File: src/rtl/rrelu_pkg.sv
// Shared types and constants for the randomized leaky ReLU block.
// No dependencies.
package rrelu_pkg;

   localparam int FRAC_BITS  = 24;
   localparam int MT_N       = 624;
   localparam int MT_M       = 397;
   localparam int POS_W      = 10;
   localparam int SLOPE_W    = 25;
   localparam int MUL_W      = 33;

   localparam logic [31:0] MT_MATRIX  = 32'h9908_B0DF;
   localparam logic [31:0] MT_SEED_K  = 32'd1812433253;
   localparam logic [31:0] TEMPER_B   = 32'h9D2C_5680;
   localparam logic [31:0] TEMPER_C   = 32'hEFC6_0000;
   localparam logic [31:0] SEED_RESET = 32'd5489;
   localparam logic [SLOPE_W-1:0] LOW_RESET  = 25'd2097152;
   localparam logic [SLOPE_W-1:0] HIGH_RESET = 25'd5592405;
   localparam logic [SLOPE_W-1:0] SLOPE_ONE  = 25'd16777216;

   localparam logic [1:0] CSR_SLOPE_LOW  = 2'd0;
   localparam logic [1:0] CSR_SLOPE_HIGH = 2'd1;
   localparam logic [1:0] CSR_RNG_SEED   = 2'd2;

   typedef enum logic [3:0] {
      ST_SEED0,
      ST_SMUL,
      ST_SWR,
      ST_IDLE,
      ST_GA,
      ST_GB,
      ST_GC,
      ST_GD,
      ST_SLMUL,
      ST_SLADD,
      ST_RESMUL,
      ST_RESOUT
   } state_type;

   function automatic logic [31:0] temper(input logic [31:0] v);
      logic [31:0] t;
      t = v ^ (v >> 11);
      t = t ^ ((t << 7) & TEMPER_B);
      t = t ^ ((t << 15) & TEMPER_C);
      t = t ^ (t >> 18);
      return t;
   endfunction

endpackage

File: src/rtl/rrelu_mul.sv
// Shared signed multiplier with a registered product.
// Depends on rrelu_pkg.
module rrelu_mul (
   input  logic                                clock,
   input  logic signed [rrelu_pkg::MUL_W-1:0]  mul_a,
   input  logic signed [rrelu_pkg::MUL_W-1:0]  mul_b,
   output logic signed [2*rrelu_pkg::MUL_W-1:0] mul_p
);

   logic signed [2*rrelu_pkg::MUL_W-1:0] prod_ff;

   always_ff @(posedge clock) begin
      prod_ff <= mul_a * mul_b;
   end

   assign mul_p = prod_ff;

endmodule

File: config.mk
export PLATFORM = sky130hd
export DESIGN_NAME = rrelu_mul
export DESIGN_NICKNAME = d
export VERILOG_FILES = /design/src/rtl/rrelu_pkg.sv /design/src/rtl/rrelu_mul.sv
export SDC_FILE = /design/constraint.sdc
export NUM_CORES = 2
export LEC_CHECK = 0
export BUFFER_PORTS_ARGS = -buffer_cell sky130_fd_sc_hd__buf_4
export CORE_ASPECT_RATIO = 1.2
export CORE_UTILIZATION = 28
export DETAILED_ROUTE_END_ITERATION = 12
export GPL_TIMING_DRIVEN = 0
export PLACE_DENSITY_LB_ADDON = 0.2
export SYNTH_ARGS = -nofsm -noshare
export SYNTH_HDL_FRONTEND = slang
export SYNTH_SLANG_ARGS = --single-unit
File: constraint.sdc
create_clock -name clock -period 11.8 [get_ports clock]
set_input_delay 1.77 -clock clock [delete_from_list [all_inputs] [get_ports clock]]
set_output_delay 1.77 -clock clock [all_outputs]
set_load 0.05 [all_outputs]
==> impl_metrics.ini <==
[logic_synthesis]
syn_area_sq_um = 40730
ys.flop_type = dfxtp_1
ys_types = 80
yosys_warnings = 0
syn_inst = 4338
synth.top_cell.area_share_pct = 56.27
synthArstFlopShare_pct = 0
synth_area_leaders = fa_1 56%, inv_1 10%, and2_1 8.6%
ys_seq_area_share_pct = 3.244
synth.largest_area_cell = fa_1
synth_seq_cells = 66
synth_edf_count = 0
syn_nets = 5767
syn_area_per_cell_sq_um = 9.390

[grt]
grt_use_total_pct = 23.73
grt_pass1_vias = 32930
grt_util_met2_pct = 40.99
use_met3_pct = 2.798
grt_overflow = 0
grt_max_degree = 27
grt_use_met1_pct = 28.12
grt-busiest-layer = met2
antenna_found_initial = 34
grt_pass1_wl_um = 240100

[sta]
max_freq_mhz = 95.15
maxSlewHeadroom_pct = -3.010
finalCritPeriodShare_pct = 89.07
min_period_ns = 10.51
worst_pin_slew_ns = 1.545
rsz0062_at_grt = false
setup_viol = 0
finalMaxSlewViolations = 22
hold_violations = 0
fin_tns_setup_ns = 0

[clock_network]
postCtsHoldBufs = 0
cts_buffer_depth = 2
postCtsSetupBuffers = 0
root_buffer = clkbuf_16
clkSinkCount = 66
tritoncts = built
cts.repair.resized = 0
clk_pin_slew_ns = 0.06
htreeDepth = 3
numCtsBuffers = 9

[place]
dpl.hpwl_um = 146600
port_buffers = 132
finalWeightedCongestion = 0.9850

[routing]
drt_iter0_drc = 2050
drc = 0
vias_per_cell = 4.744
dr.pass1.iters = 5
wl_per_cell_um = 26.61
antenna_left = 0
num_vias = 30470
drt_wl_total_um = 170900

[floorplan]
pin_count = 133
fp.dieH_um = 419.8
coreArea_sq_um = 143800
rows = 152
die_area_sq_um = 147000
start_util_pct = 28.33
die_x_um = 350.2

[status]
status = finished with violations
violations = capacitance limit, slew limit

[critical_path]
crit_type = in -> reg
crit_path_start_kind = input port
critPathCaptureType = flip-flop
critical_path_arrival_ns = 10.79
timing.critical_path.fanout_max = 11
worstPathRequired_ns = 12.08

[hold_path]
holdPathStages = 2
hp-class = in -> reg

[flow_run]
drv_cap = 2

[final_layout]
largest_reg_flops = 66
final_common_cell = fa_1
layout-drive-gt1-share_pct = 4.369
finalNetCount = 5910
area_growth_pct = 9.258
final_cell_mix = 1145 x fa_1, 1131 x inv_1, 562 x and2_1
[metrics by stage]
stage | instance area (sq um) | instances | hold WS (ns) | setup slack, ns | util [%]
after global placement | 44130 | 6395 | 2.104 | 0.8944 | 30.70
after CTS | 44480 | 6411 | 1.678 | 1.294 | 30.94
after global routing | 44480 | 6412 | 1.697 | 0.9039 | 30.94
final | 44510 | 6422 | 1.727 | 1.290 | 30.95
after detailed placement | 44130 | 6395 | 2.102 | 0.9443 | 30.70
after floorplan | 40730 | 4338 | 1.897 | 2.794 | -
[synthesized netlist by cell type (6+ instances only)]
master,instances
o21bai_1,11
a21oi_1,57
a31oi_1,8
and2_1,562
nand4_1,11
dfxtp_1,66
buf_2,11
nand2b_1,12
inv_1,1131
a21o_1,36
xnor2_1,43
o21ai_0,25
nand3_1,25
a211o_1,6
o21ai_1,6
clkbuf_1,208
fa_1,1145
o21a_1,6
nand2_1,551
ha_1,217
nor2_1,68
a211oi_1,7
xor2_1,25
nor3_1,7
[worst max-delay path: stages]
cell	delay [ns]
buf_4	0.13
clkbuf_1	0.99
nand2_1	0.39
fa_1	0.60
fa_1	1.04
fa_1	0.55
inv_1	0.09
fa_1	0.44
fa_1	0.69
fa_1	0.48
fa_1	0.49
inv_1	0.05
fa_1	0.47
inv_1	0.04
ha_1	0.29
clkbuf_1	0.38
nand4_1	0.27
nor3_1	0.65
o311ai_4	0.32
nand3_2	0.25
a211oi_1	0.11
a311oi_1	0.27
[path summary, 6_finish.rpt]
kind | endpoint | start
max | mul_p[64] | mul_b[12]
min | mul_p[0] | mul_a[0]
[cell families (layout without fill, tap and decap cells)]
family                     after synthesis  count (layout)  share of synthesized area, %
AOI/OAI and AO/OA                      219             219                         4.067
DFF                                     66              66                         3.244
other                                    0              11                             0
buffers and inverters                 1352            1500                         12.51
adders and majority gates             1362            1362                         62.94
xor gates and xnor gates                68              68                         1.462
and+or+nand+nor                       1271            1271                         15.78
[layout make-up]
cell class	count	area, sq um
Tap cell	1925	2409
Buffer	221	850.8
Antenna cell	11	27.53
Inverter	1131	4245
Clock inverter	6	115.1
Timing Repair Buffer	132	991.0
Sequential cell	66	1321
Multi-Input combinational cell	2920	34320
Fill cell	15500	99270
Clock buffer	10	229.0
[per-layer routing]
layer,wire (um),share of wire (%)
met2,85060,50
met1,62850,37
met5,66,0.039
met3,10400,6.1
met4,12540,7.3
Power is left out: the tool's default activity adds up to more than one toggle a clock period on the data nets, which glitch-free logic cannot reach.
